File: src/design/owbm_pkg.sv
// ----------------------------------------------------------------------------
// owbm_pkg
// Shared types, codes and reset values of the 1-Wire bus master.
// ----------------------------------------------------------------------------
package owbm_pkg;

    localparam int ROM_BITS_DEF     = 64;
    localparam int SETTLE_TICKS_DEF = 2;
    localparam int TICK_W           = 11;
    localparam int CFG_INDEX_W      = 3;
    localparam int CFG_DATA_W       = 11;

    localparam logic [10:0] RESET_LOW_DEF   = 11'd640;
    localparam logic [7:0]  PRES_WIN_DEF    = 8'd80;
    localparam logic [7:0]  WR_ONE_LOW_DEF  = 8'd5;
    localparam logic [7:0]  WR_ZERO_LOW_DEF = 8'd90;
    localparam logic [7:0]  WR_SLOT_DEF     = 8'd95;
    localparam logic [7:0]  RD_LOW_DEF      = 8'd2;
    localparam logic [7:0]  RD_SAMPLE_DEF   = 8'd8;
    localparam logic [7:0]  RD_TAIL_DEF     = 8'd80;

    typedef enum logic [2:0] {
        CMD_NONE    = 3'd0,
        CMD_RESET   = 3'd1,
        CMD_WR_BYTE = 3'd2,
        CMD_RD_BYTE = 3'd3,
        CMD_WR_BIT  = 3'd4,
        CMD_RD_BIT  = 3'd5,
        CMD_SEARCH  = 3'd6,
        CMD_INIT    = 3'd7
    } cmd_t;

    typedef enum logic [2:0] {
        CFG_RESET_LOW   = 3'd0,
        CFG_PRES_WIN    = 3'd1,
        CFG_WR_ONE_LOW  = 3'd2,
        CFG_WR_ZERO_LOW = 3'd3,
        CFG_WR_SLOT     = 3'd4,
        CFG_RD_LOW      = 3'd5,
        CFG_RD_SAMPLE   = 3'd6,
        CFG_RD_TAIL     = 3'd7
    } cfg_index_t;

    typedef enum logic [2:0] {
        PH_IDLE,
        PH_RST_LOW,
        PH_RST_SETTLE,
        PH_RST_WAIT,
        PH_RST_HOLD,
        PH_WR,
        PH_RD
    } phase_t;

    typedef struct packed {
        cmd_t       cmd;
        logic [7:0] data;
        logic       bus;
    } item_t;

    function automatic logic [7:0] at_least1(input logic [7:0] v);
        return (v == 8'd0) ? 8'd1 : v;
    endfunction

endpackage

File: src/design/owbm_front.sv
// ----------------------------------------------------------------------------
// owbm_front
// Accepts ticks, decodes the command code and queues them for the engine.
// ----------------------------------------------------------------------------
module owbm_front (
    input  logic               aclk,
    input  logic               aresetn,
    input  logic               s_valid,
    output logic               s_ready,
    input  logic [2:0]         s_func,
    input  logic [7:0]         s_data_byte,
    input  logic               s_bus_level,
    output logic               q_valid,
    input  logic               q_pop,
    output owbm_pkg::item_t    q_item
);

    owbm_pkg::item_t slot_reg [2];
    logic       wr_ptr_reg, wr_ptr_next;
    logic       rd_ptr_reg, rd_ptr_next;
    logic [1:0] count_reg, count_next;
    logic       push, pop;
    owbm_pkg::item_t in_item;

    assign s_ready = (count_reg != 2'd2);
    assign q_valid = (count_reg != 2'd0);
    assign q_item  = slot_reg[rd_ptr_reg];
    assign push    = s_valid && s_ready;
    assign pop     = q_valid && q_pop;

    always_comb begin
        in_item.cmd  = owbm_pkg::cmd_t'(s_func);
        in_item.data = s_data_byte;
        in_item.bus  = s_bus_level;
    end

    always_comb begin
        wr_ptr_next = push ? ~wr_ptr_reg : wr_ptr_reg;
        rd_ptr_next = pop ? ~rd_ptr_reg : rd_ptr_reg;
        count_next  = count_reg + {1'b0, push} - {1'b0, pop};
    end

    always_ff @(posedge aclk) begin
        if (!aresetn) begin
            wr_ptr_reg <= 1'b0;
            rd_ptr_reg <= 1'b0;
            count_reg  <= 2'd0;
        end else begin
            wr_ptr_reg <= wr_ptr_next;
            rd_ptr_reg <= rd_ptr_next;
            count_reg  <= count_next;
        end
    end

    always_ff @(posedge aclk) begin
        if (push) begin
            slot_reg[wr_ptr_reg] <= in_item;
        end
    end

endmodule

File: src/design/owbm_engine.sv
// ----------------------------------------------------------------------------
// owbm_engine
// Runs bus reset, read/write slots and search-ROM steps, one tick per cycle unless m_ stalls.
// ----------------------------------------------------------------------------
module owbm_engine #(
    parameter int ROM_BITS             = owbm_pkg::ROM_BITS_DEF,
    parameter int RELEASE_SETTLE_TICKS = owbm_pkg::SETTLE_TICKS_DEF
) (
    input  logic                                aclk,
    input  logic                                aresetn,
    input  logic                                cfg_valid,
    output logic                                cfg_ready,
    input  logic [owbm_pkg::CFG_INDEX_W-1:0]    cfg_index,
    input  logic [owbm_pkg::CFG_DATA_W-1:0]     cfg_data,
    input  logic                                q_valid,
    output logic                                q_pop,
    input  owbm_pkg::item_t                     q_item,
    output logic                                m_valid,
    input  logic                                m_ready,
    output logic                                m_drive_low,
    output logic                                m_busy_res,
    output logic                                m_done_res,
    output logic                                m_presence,
    output logic [7:0]                          m_read_data,
    output logic                                m_search_direction,
    output logic                                m_search_error,
    output logic                                m_search_pass_done,
    output logic                                m_search_exhausted,
    output logic [ROM_BITS-1:0]                 m_rom_code
);

    localparam int POS_W    = $clog2(ROM_BITS + 2);
    localparam int IDX_W    = $clog2(ROM_BITS);
    localparam int SETTLE_N = (RELEASE_SETTLE_TICKS < 1) ? 1 : RELEASE_SETTLE_TICKS;
    localparam logic [POS_W-1:0] POS_ONE  = POS_W'(1);
    localparam logic [POS_W-1:0] POS_LAST = POS_W'(ROM_BITS);
    localparam logic [POS_W-1:0] POS_INIT = POS_W'(ROM_BITS + 1);

    logic [10:0] reset_low_reg;
    logic [7:0]  pres_win_reg, wr_one_reg, wr_zero_reg, wr_slot_reg;
    logic [7:0]  rd_low_reg, rd_sample_reg, rd_tail_reg;

    owbm_pkg::phase_t phase_reg, phase_next;
    owbm_pkg::cmd_t   cmd_reg, cmd_next;
    logic [owbm_pkg::TICK_W-1:0] tick_reg, tick_next;
    logic [3:0]          bit_reg, bit_next;
    logic [7:0]          shift_reg, shift_next;
    logic [1:0]          pair_reg, pair_next;
    logic [ROM_BITS-1:0] rom_reg, rom_next;
    logic [POS_W-1:0]    last_reg, last_next;
    logic [POS_W-1:0]    new_reg, new_next;
    logic [POS_W-1:0]    pos_reg, pos_next;
    logic                pres_reg, pres_next;
    logic [7:0]          rdata_reg, rdata_next;
    logic                dir_reg, dir_next;
    logic                err_reg, err_next;
    logic                pass_reg, pass_next;
    logic                drive_next, done_next;

    logic                m_valid_reg;
    logic                drive_out_reg, busy_out_reg, done_out_reg;
    logic                fire;

    assign cfg_ready = 1'b1;
    assign fire      = q_valid && (!m_valid_reg || m_ready);
    assign q_pop     = fire;

    always_ff @(posedge aclk) begin
        if (!aresetn) begin
            reset_low_reg <= owbm_pkg::RESET_LOW_DEF;
            pres_win_reg  <= owbm_pkg::PRES_WIN_DEF;
            wr_one_reg    <= owbm_pkg::WR_ONE_LOW_DEF;
            wr_zero_reg   <= owbm_pkg::WR_ZERO_LOW_DEF;
            wr_slot_reg   <= owbm_pkg::WR_SLOT_DEF;
            rd_low_reg    <= owbm_pkg::RD_LOW_DEF;
            rd_sample_reg <= owbm_pkg::RD_SAMPLE_DEF;
            rd_tail_reg   <= owbm_pkg::RD_TAIL_DEF;
        end else if (cfg_valid && cfg_ready) begin
            unique case (owbm_pkg::cfg_index_t'(cfg_index))
                owbm_pkg::CFG_RESET_LOW:   reset_low_reg <= cfg_data;
                owbm_pkg::CFG_PRES_WIN:    pres_win_reg  <= cfg_data[7:0];
                owbm_pkg::CFG_WR_ONE_LOW:  wr_one_reg    <= cfg_data[7:0];
                owbm_pkg::CFG_WR_ZERO_LOW: wr_zero_reg   <= cfg_data[7:0];
                owbm_pkg::CFG_WR_SLOT:     wr_slot_reg   <= cfg_data[7:0];
                owbm_pkg::CFG_RD_LOW:      rd_low_reg    <= cfg_data[7:0];
                owbm_pkg::CFG_RD_SAMPLE:   rd_sample_reg <= cfg_data[7:0];
                owbm_pkg::CFG_RD_TAIL:     rd_tail_reg   <= cfg_data[7:0];
                default: ;
            endcase
        end
    end

    always_comb begin : step_comb
        logic [11:0]      t;
        logic [10:0]      rst_low;
        logic [8:0]       wlow, wtot;
        logic [9:0]       rlow, rsamp, rtot;
        logic             end_slot, s_bit, dir;
        logic [POS_W-1:0] pm1;

        phase_next = phase_reg;
        cmd_next   = cmd_reg;
        tick_next  = tick_reg;
        bit_next   = bit_reg;
        shift_next = shift_reg;
        pair_next  = pair_reg;
        rom_next   = rom_reg;
        last_next  = last_reg;
        new_next   = new_reg;
        pos_next   = pos_reg;
        pres_next  = pres_reg;
        rdata_next = rdata_reg;
        dir_next   = dir_reg;
        err_next   = err_reg;
        pass_next  = pass_reg;
        drive_next = 1'b0;
        done_next  = 1'b0;
        end_slot   = 1'b0;
        s_bit      = 1'b0;
        dir        = 1'b0;
        t          = 12'd0;
        rst_low    = (reset_low_reg == 11'd0) ? 11'd1 : reset_low_reg;
        wlow       = 9'd0;
        wtot       = 9'd0;
        rlow       = 10'(owbm_pkg::at_least1(rd_low_reg));
        rsamp      = rlow + 10'(owbm_pkg::at_least1(rd_sample_reg));
        rtot       = rsamp + 10'(owbm_pkg::at_least1(rd_tail_reg));
        pm1        = pos_reg - POS_ONE;

        if (phase_reg == owbm_pkg::PH_IDLE && q_item.cmd != owbm_pkg::CMD_NONE) begin
            cmd_next  = q_item.cmd;
            bit_next  = 4'd0;
            tick_next = '0;
            unique case (q_item.cmd)
                owbm_pkg::CMD_RESET: phase_next = owbm_pkg::PH_RST_LOW;
                owbm_pkg::CMD_WR_BYTE: begin
                    shift_next = q_item.data;
                    phase_next = owbm_pkg::PH_WR;
                end
                owbm_pkg::CMD_RD_BYTE: begin
                    shift_next = 8'd0;
                    phase_next = owbm_pkg::PH_RD;
                end
                owbm_pkg::CMD_WR_BIT: begin
                    shift_next = {7'd0, q_item.data[0]};
                    phase_next = owbm_pkg::PH_WR;
                end
                owbm_pkg::CMD_RD_BIT: phase_next = owbm_pkg::PH_RD;
                owbm_pkg::CMD_SEARCH: begin
                    err_next  = 1'b0;
                    pass_next = 1'b0;
                    if (last_reg == '0) begin
                        done_next = 1'b1;
                    end else begin
                        pair_next  = 2'd0;
                        phase_next = owbm_pkg::PH_RD;
                    end
                end
                default: begin
                    rom_next  = '0;
                    last_next = POS_INIT;
                    new_next  = '0;
                    pos_next  = POS_ONE;
                    err_next  = 1'b0;
                    pass_next = 1'b0;
                    dir_next  = 1'b0;
                    done_next = 1'b1;
                end
            endcase
        end

        t = {1'b0, tick_next} + 12'd1;
        unique case (phase_next)
            owbm_pkg::PH_RST_LOW: begin
                drive_next = 1'b1;
                if (t >= 12'(rst_low)) begin
                    phase_next = owbm_pkg::PH_RST_SETTLE;
                    tick_next  = '0;
                end else begin
                    tick_next = t[10:0];
                end
            end
            owbm_pkg::PH_RST_SETTLE: begin
                if (t >= 12'(SETTLE_N)) begin
                    phase_next = owbm_pkg::PH_RST_WAIT;
                    tick_next  = '0;
                end else begin
                    tick_next = t[10:0];
                end
            end
            owbm_pkg::PH_RST_WAIT: begin
                if (!q_item.bus) begin
                    phase_next = owbm_pkg::PH_RST_HOLD;
                end else if (t >= 12'(pres_win_reg)
                             || (pres_win_reg == 8'd0)) begin
                    pres_next  = 1'b0;
                    phase_next = owbm_pkg::PH_IDLE;
                    done_next  = 1'b1;
                end else begin
                    tick_next = t[10:0];
                end
            end
            owbm_pkg::PH_RST_HOLD: begin
                if (q_item.bus) begin
                    pres_next  = 1'b1;
                    phase_next = owbm_pkg::PH_IDLE;
                    done_next  = 1'b1;
                end
            end
            owbm_pkg::PH_WR: begin
                wlow = 9'(owbm_pkg::at_least1(shift_next[0] ? wr_one_reg : wr_zero_reg));
                wtot = ({1'b0, wr_slot_reg} > wlow) ? {1'b0, wr_slot_reg} : wlow + 9'd1;
                drive_next = ({1'b0, tick_next} < 12'(wlow));
                tick_next  = t[10:0];
                if (t >= 12'(wtot)) begin
                    end_slot = 1'b1;
                end
            end
            owbm_pkg::PH_RD: begin
                drive_next = ({1'b0, tick_next} < 12'(rlow));
                if (t == 12'(rsamp)) begin
                    pair_next = {q_item.bus, pair_next[0]};
                end
                tick_next = t[10:0];
                if (t >= 12'(rtot)) begin
                    end_slot = 1'b1;
                    s_bit    = pair_next[1];
                end
            end
            default: ;
        endcase

        if (end_slot) begin
            unique case (cmd_next)
                owbm_pkg::CMD_WR_BYTE: begin
                    bit_next = bit_next + 4'd1;
                    if (bit_next >= 4'd8) begin
                        phase_next = owbm_pkg::PH_IDLE;
                        done_next  = 1'b1;
                    end else begin
                        shift_next = {1'b0, shift_next[7:1]};
                        phase_next = owbm_pkg::PH_WR;
                        tick_next  = '0;
                    end
                end
                owbm_pkg::CMD_RD_BYTE: begin
                    shift_next = {s_bit, shift_next[7:1]};
                    bit_next   = bit_next + 4'd1;
                    if (bit_next >= 4'd8) begin
                        rdata_next = shift_next;
                        phase_next = owbm_pkg::PH_IDLE;
                        done_next  = 1'b1;
                    end else begin
                        phase_next = owbm_pkg::PH_RD;
                        tick_next  = '0;
                    end
                end
                owbm_pkg::CMD_RD_BIT: begin
                    rdata_next = {7'd0, s_bit};
                    phase_next = owbm_pkg::PH_IDLE;
                    done_next  = 1'b1;
                end
                owbm_pkg::CMD_SEARCH: begin
                    if (bit_next == 4'd0) begin
                        pair_next  = {1'b0, s_bit};
                        bit_next   = 4'd1;
                        phase_next = owbm_pkg::PH_RD;
                        tick_next  = '0;
                    end else if (bit_next == 4'd1) begin
                        if (pair_next[0] && pair_next[1]) begin
                            err_next   = 1'b1;
                            pos_next   = POS_ONE;
                            new_next   = '0;
                            phase_next = owbm_pkg::PH_IDLE;
                            done_next  = 1'b1;
                        end else begin
                            if (pair_next[0]) begin
                                dir = 1'b1;
                            end else if (pair_next[1]) begin
                                dir = 1'b0;
                            end else if (pos_reg < last_reg) begin
                                dir = rom_reg[pm1[IDX_W-1:0]];
                                if (!dir) begin
                                    new_next = pos_reg;
                                end
                            end else if (pos_reg == last_reg) begin
                                dir = 1'b1;
                            end else begin
                                dir      = 1'b0;
                                new_next = pos_reg;
                            end
                            dir_next   = dir;
                            bit_next   = 4'd2;
                            shift_next = {7'd0, dir};
                            phase_next = owbm_pkg::PH_WR;
                            tick_next  = '0;
                        end
                    end else begin
                        rom_next[pm1[IDX_W-1:0]] = dir_reg;
                        if (pos_reg >= POS_LAST) begin
                            last_next = new_next;
                            new_next  = '0;
                            pos_next  = POS_ONE;
                            pass_next = 1'b1;
                        end else begin
                            pos_next = pos_reg + POS_ONE;
                        end
                        phase_next = owbm_pkg::PH_IDLE;
                        done_next  = 1'b1;
                    end
                end
                default: begin
                    phase_next = owbm_pkg::PH_IDLE;
                    done_next  = 1'b1;
                end
            endcase
        end
    end

    always_ff @(posedge aclk) begin
        if (!aresetn) begin
            phase_reg   <= owbm_pkg::PH_IDLE;
            cmd_reg     <= owbm_pkg::CMD_NONE;
            tick_reg    <= '0;
            bit_reg     <= 4'd0;
            shift_reg   <= 8'd0;
            pair_reg    <= 2'd0;
            rom_reg     <= '0;
            last_reg    <= POS_INIT;
            new_reg     <= '0;
            pos_reg     <= POS_ONE;
            pres_reg    <= 1'b0;
            rdata_reg   <= 8'd0;
            dir_reg     <= 1'b0;
            err_reg     <= 1'b0;
            pass_reg    <= 1'b0;
            m_valid_reg <= 1'b0;
        end else begin
            if (fire) begin
                phase_reg <= phase_next;
                cmd_reg   <= cmd_next;
                tick_reg  <= tick_next;
                bit_reg   <= bit_next;
                shift_reg <= shift_next;
                pair_reg  <= pair_next;
                rom_reg   <= rom_next;
                last_reg  <= last_next;
                new_reg   <= new_next;
                pos_reg   <= pos_next;
                pres_reg  <= pres_next;
                rdata_reg <= rdata_next;
                dir_reg   <= dir_next;
                err_reg   <= err_next;
                pass_reg  <= pass_next;
            end
            if (fire) begin
                m_valid_reg <= 1'b1;
            end else if (m_ready) begin
                m_valid_reg <= 1'b0;
            end
        end
    end

    always_ff @(posedge aclk) begin
        if (fire) begin
            drive_out_reg <= drive_next;
            busy_out_reg  <= (phase_next != owbm_pkg::PH_IDLE);
            done_out_reg  <= done_next;
        end
    end

    assign m_valid            = m_valid_reg;
    assign m_drive_low        = drive_out_reg;
    assign m_busy_res         = busy_out_reg;
    assign m_done_res         = done_out_reg;
    assign m_presence         = pres_reg;
    assign m_read_data        = rdata_reg;
    assign m_search_direction = dir_reg;
    assign m_search_error     = err_reg;
    assign m_search_pass_done = pass_reg;
    assign m_search_exhausted = (last_reg == '0);
    assign m_rom_code         = rom_reg;

    a_done_not_busy: assert property (@(posedge aclk) disable iff (!aresetn)
        m_valid_reg && done_out_reg |-> !busy_out_reg)
        else $error("done reported while still busy");

    a_pos_range: assert property (@(posedge aclk) disable iff (!aresetn)
        pos_reg != '0 && pos_reg <= POS_LAST)
        else $error("search position out of range");

    a_fork_range: assert property (@(posedge aclk) disable iff (!aresetn)
        last_reg <= POS_INIT && new_reg < POS_INIT)
        else $error("fork index out of range");

    a_pass_err: assert property (@(posedge aclk) disable iff (!aresetn)
        !(pass_reg && err_reg))
        else $error("pass done and search error both set");

endmodule

File: src/design/one_wire_bus_master.sv
// ----------------------------------------------------------------------------
// one_wire_bus_master
// 1-Wire bus master with bus reset, bit/byte transfers and search-ROM steps.
//
// Each transfer on the s_ channel is one microsecond tick: the sampled line
// level plus an optional command, taken only while no command runs. Every
// tick yields exactly one transfer on the m_ channel carrying the line drive
// for that tick and the command status.
// Ticks go into a two-entry queue; the engine takes one tick per cycle when
// the m_ output register is empty or being drained. An s_ transfer passes
// through a queue slot and then the m_ output register before m_valid.
// The cfg_ channel writes timing registers, always ready; write only while no
// command runs.
// A stalled m_ready holds the result and fills the queue, then drops s_ready.
// Reset clears the queue, the command state and the search state and loads
// the default timing.
// ----------------------------------------------------------------------------
module one_wire_bus_master #(
    parameter int ROM_BITS             = owbm_pkg::ROM_BITS_DEF,
    parameter int RELEASE_SETTLE_TICKS = owbm_pkg::SETTLE_TICKS_DEF
) (
    input  logic                                aclk,
    input  logic                                aresetn,
    input  logic                                cfg_valid,
    output logic                                cfg_ready,
    input  logic [owbm_pkg::CFG_INDEX_W-1:0]    cfg_index,
    input  logic [owbm_pkg::CFG_DATA_W-1:0]     cfg_data,
    input  logic                                s_valid,
    output logic                                s_ready,
    input  logic [2:0]                          s_func,
    input  logic [7:0]                          s_data_byte,
    input  logic                                s_bus_level,
    output logic                                m_valid,
    input  logic                                m_ready,
    output logic                                m_drive_low,
    output logic                                m_busy_res,
    output logic                                m_done_res,
    output logic                                m_presence,
    output logic [7:0]                          m_read_data,
    output logic                                m_search_direction,
    output logic                                m_search_error,
    output logic                                m_search_pass_done,
    output logic                                m_search_exhausted,
    output logic [ROM_BITS-1:0]                 m_rom_code
);

    logic            q_valid;
    logic            q_pop;
    owbm_pkg::item_t q_item;

    owbm_front u_front (
        .aclk        (aclk),
        .aresetn     (aresetn),
        .s_valid     (s_valid),
        .s_ready     (s_ready),
        .s_func      (s_func),
        .s_data_byte (s_data_byte),
        .s_bus_level (s_bus_level),
        .q_valid     (q_valid),
        .q_pop       (q_pop),
        .q_item      (q_item)
    );

    owbm_engine #(
        .ROM_BITS             (ROM_BITS),
        .RELEASE_SETTLE_TICKS (RELEASE_SETTLE_TICKS)
    ) u_engine (
        .aclk               (aclk),
        .aresetn            (aresetn),
        .cfg_valid          (cfg_valid),
        .cfg_ready          (cfg_ready),
        .cfg_index          (cfg_index),
        .cfg_data           (cfg_data),
        .q_valid            (q_valid),
        .q_pop              (q_pop),
        .q_item             (q_item),
        .m_valid            (m_valid),
        .m_ready            (m_ready),
        .m_drive_low        (m_drive_low),
        .m_busy_res         (m_busy_res),
        .m_done_res         (m_done_res),
        .m_presence         (m_presence),
        .m_read_data        (m_read_data),
        .m_search_direction (m_search_direction),
        .m_search_error     (m_search_error),
        .m_search_pass_done (m_search_pass_done),
        .m_search_exhausted (m_search_exhausted),
        .m_rom_code         (m_rom_code)
    );

endmodule

File: config.mk
export PLATFORM = sky130hd
export DESIGN_NAME = one_wire_bus_master
export DESIGN_NICKNAME = d
export VERILOG_FILES = /design/src/design/owbm_pkg.sv /design/src/design/owbm_front.sv /design/src/design/owbm_engine.sv /design/src/design/one_wire_bus_master.sv
export SDC_FILE = /design/constraint.sdc
export NUM_CORES = 1
export LEC_CHECK = 0
export BUFFER_PORTS_ARGS = -buffer_cell sky130_fd_sc_hd__buf_2
export CAP_MARGIN = 30
export CORE_ASPECT_RATIO = 1.25
export CORE_MARGIN = 1.5
export CORE_UTILIZATION = 30
export CTS_BUF_LIST = sky130_fd_sc_hd__clkbuf_8
export CTS_CLUSTER_DIAMETER = 200
export DETAILED_ROUTE_END_ITERATION = 10
export GPL_TIMING_DRIVEN = 0
export HOLD_SLACK_MARGIN = 0.08
export PLACE_DENSITY_LB_ADDON = 0.3
export REMOVE_ABC_BUFFERS = 1
export SKIP_CTS_REPAIR_TIMING = 1
export SLEW_MARGIN = 25
export SYNTH_ARGS = -nofsm -noshare
export SYNTH_HDL_FRONTEND = slang
export SYNTH_HIERARCHICAL = 1
export SYNTH_SLANG_ARGS = --single-unit
File: constraint.sdc
create_clock -name aclk -period 9.2 [get_ports aclk]
set_input_delay 0.46 -clock aclk [delete_from_list [all_inputs] [get_ports aclk]]
set_output_delay 0.46 -clock aclk [all_outputs]
set_load 0.1 [all_outputs]
==> flow_metrics.py <==
metrics = {
    "synthesis": {
        "synth_area_leaders": "dfxtp_1, ha_1, nand2_1, a21oi_1, edfxtp_1",
        "async_reset_ff_share_pct": 0,
        "synth_edf_count": 27,
        "synth_seq_cells": 228,
        "synthCells": 1885,
        "syn-cell-area_sq_mm": 0.0149,
        "post_synth.cell_area_avg_sq_um": 7.92,
        "synth_top_area_share_pct": 27.0,
        "ys_seq_area_share_pct": 32.4,
        "synthFlopType": "dfxtp_1",
        "synth_area_leader_cell": "dfxtp_1",
        "ys_warn_count": 6,
        "synth.distinct_cells": 95,
    },
    "critical_path": {
        "slowest_stage": "nor4_2",
        "start_kind": "register",
        "end_kind": "register",
        "path_cells": "mux2_2 -> nor3_4 -> a211oi_1 -> o221ai_4 -> mux2i_1 -> a41oi_1 -> inv_1 -> ha_1 -> a22oi_1 -> buf_2 -> a211oi_1 -> a21oi_1 -> ha_1 -> a21oi_1 -> o21ai_0 -> a41o_1 -> a221o_1 -> a32o_1 -> nand3_1 -> nor4_2 -> nand2_1 -> a21oi_1",
        "crit_top_cell": "a21oi_1",
        "cpLargestDelayFamily": "compound AO/OA/AOI/OAI gates",
        "critPathBufInv": 2,
        "crit_fanout": 19,
        "cp.arrival_ps": 8800,
        "cp_data_required_time_ps": 9740,
        "crit_type": "register to register",
        "slowest_delay_ps": 950,
    },
    "clock_network": {
        "clk_root_buffer_cell": "clkbuf_8",
        "cts_buffers": 43,
        "clk_pin_slew_ps": 60,
        "cts_tree": "yes",
        "cts_sinks": 228,
        "clk_path_buf_depth": 3,
        "clk_latency_ps": 610,
        "cts_htree_levels": 2,
    },
    "sta": {
        "maxSlewViolCount": 0,
        "clock.fmax_mhz": 121,
        "final.setup.tns_ps": 0,
        "period_minus_slack_ps": 8250,
        "worst_slew_pin_slew_ps": 1020,
        "relSlewSlack_pct": 31.2,
        "rsz0062_at_grt": "no",
        "hold_violations": 0,
        "clock_skew_ps": 40.0,
        "period_share_pct": 89.7,
        "whs_ps": 95.1,
        "finalSetupViolations": 0,
        "layout_setup_ws_ps": 945,
    },
    "route": {
        "drt-wirelength-per-cell_um": 19.4,
        "viasPerCell": 5.64,
        "ant_nets": 0,
        "vias": 14700,
        "drc_errors": 0,
        "drt_iter0_markers": 1008,
        "wirelength_um": 50500,
        "first_pass_iters": 6,
    },
    "floorplanning": {
        "core_sq_mm": 0.0492,
        "start_util_pct": 30.3,
        "die-width_um": 202,
        "ioPinCount": 114,
        "rows": 91,
        "die_h_um": 252,
        "die_area_sq_mm": 0.0511,
    },
    "placement": {
        "dp_slack_ps": 831,
        "place_hpwl_um": 35400,
        "place.gp.congestion": 0.901,
        "portBuffers": 112,
        "placed_cell_area_sq_mm": 0.0160,
    },
    "final_layout": {
        "stdcell_area_sq_mm": 0.0170,
        "diodes": 0,
        "area_growth_pct": 14.1,
        "largest_register_ffs": 64,
        "finalCoreUtilization_pct": 34.6,
        "drive_above_1_share_pct": 13.6,
        "nets": 2053,
    },
    "global_routing": {
        "grt_pass1_wl_um": 78500,
        "grt_pass1_vias": 14000,
        "grt_remaining_overflow": 0,
        "grt_antenna_before_repair": 0,
        "grt_max_degree": 92,
        "track_usage_pct": 19.2,
    },
    "power": {
        "p_leak_nw": 6.48,
        "max-vdd-ir-drop_mv": 0.158,
        "power_density_mw_per_mm2": 217,
    },
    "run_status": {
        "status": "finished, final reports clean",
    },
    "job": {
        "maxCapViolCount": 0,
    },
    "min_path": {
        "min_path_type": "input port to register",
    },
}
==> logic make-up (layout without fill, tap and decap cells) <==
| kind of cell | Yosys count | in the layout | share of synthesized area (%) |
|---|---|---|---|
| and+or+nand+nor | 689 | 689 | 22.7 |
| AOI/OAI and AO/OA | 572 | 572 | 24.9 |
| DFF | 228 | 228 | 32.4 |
| buffers and inverters | 209 | 281 | 5.73 |
| adders and majority gates | 94 | 94 | 7.98 |
| xor gates and xnor gates | 48 | 48 | 3.02 |
| muxes | 44 | 44 | 3.28 |
| other | 1 | 1 | 0.0251 |
==> cells in the mapped netlist (all sizes together) (40+ instances only) <==
| master | instances |
|---|---|
| buf | 40 |
| clkbuf | 101 |
| nor2 | 127 |
| ha | 92 |
| nand3 | 90 |
| nor3 | 59 |
| inv | 67 |
| a21oi | 190 |
| a31oi | 59 |
| o21ai | 107 |
| dfxtp | 201 |
| nand2 | 252 |
==> worst paths after layout <==
check	cells past startpoint	startpoint	end	slack, ps
setup reg to reg	22	register	u_engine/m_rom_code[4]$_SDFFE_PN0P_	950
hold / removal	3	cfg_data[9]	u_engine/reset_low_reg[9]$_SDFFE_PN1P_	100
hold reg to reg	2	u_engine/wr_one_reg[5]$_SDFFE_PN0P_	u_engine/wr_one_reg[5]$_SDFFE_PN0P_	460
setup / recovery	22	register	u_engine/m_rom_code[4]$_SDFFE_PN0P_	950
==> layer usage <==
layer | vias up | global-route usage (%) | routed length (um)
li1 | 6983 | - | -
met2 | 619 | 32.6 | 24200
met5 | - | 0 | 0
met1 | 6977 | 23.5 | 20700
met3 | 120 | 3.58 | 3490
met4 | 0 | 8.47 | 2100
==> area by class of cell <==
class | instances | area [sq um]
fillers | 5208 | 32200
multi-input cells | 1448 | 9360
flip-flops and latches | 228 | 4840
repair buffers | 139 | 880
well taps | 651 | 815
clock buffers | 54 | 743
inverters | 68 | 263
clock inverters | 20 | 139
==> power by group <==
part	internal [mW]	leakage, nW	switching [mW]
Clock	0.582	0.509	0.462
Combinational	0.447	4.09	1.06
Sequential	1.08	1.88	0.0552
==> per-stage QoR <==
| step | instances | total power, mW |
|---|---|---|
| detailed placement | 2520 | 2.64 |
| global route | 2608 | 3.92 |
| finish | 2608 | 3.69 |
| global placement | 2507 | 2.58 |
| floorplan | 1744 | 2.19 |
| CTS | 2594 | 3.70 |
==> cell usage in the layout (no fill, tap or decap), types with 50 or more instances in the layout <==
cell type and n:
a21oi_1 188, a31oi_1 58, buf_2 114, clkbuf_8 54
dfxtp_1 200, ha_1 91, inv_1 79, nand2_1 251
nand3_1 90, nor2_1 121, nor3_1 50, o21ai_0 102
==> worst reg2reg max path, cell delays in order (launching register included) <==
cell and delay (ps):
dfxtp_1 710, mux2_2 580, nor3_4 450, a211oi_1 170
o221ai_4 610, mux2i_1 640, a41oi_1 380, inv_1 150
ha_1 240, a22oi_1 440, buf_2 320, a211oi_1 70
a21oi_1 220, ha_1 200, a21oi_1 60, o21ai_0 190
a41o_1 140, a221o_1 250, a32o_1 450, nand3_1 650
nor4_2 960, nand2_1 140, a21oi_1 170
Power figures use the tool's default switching activity.
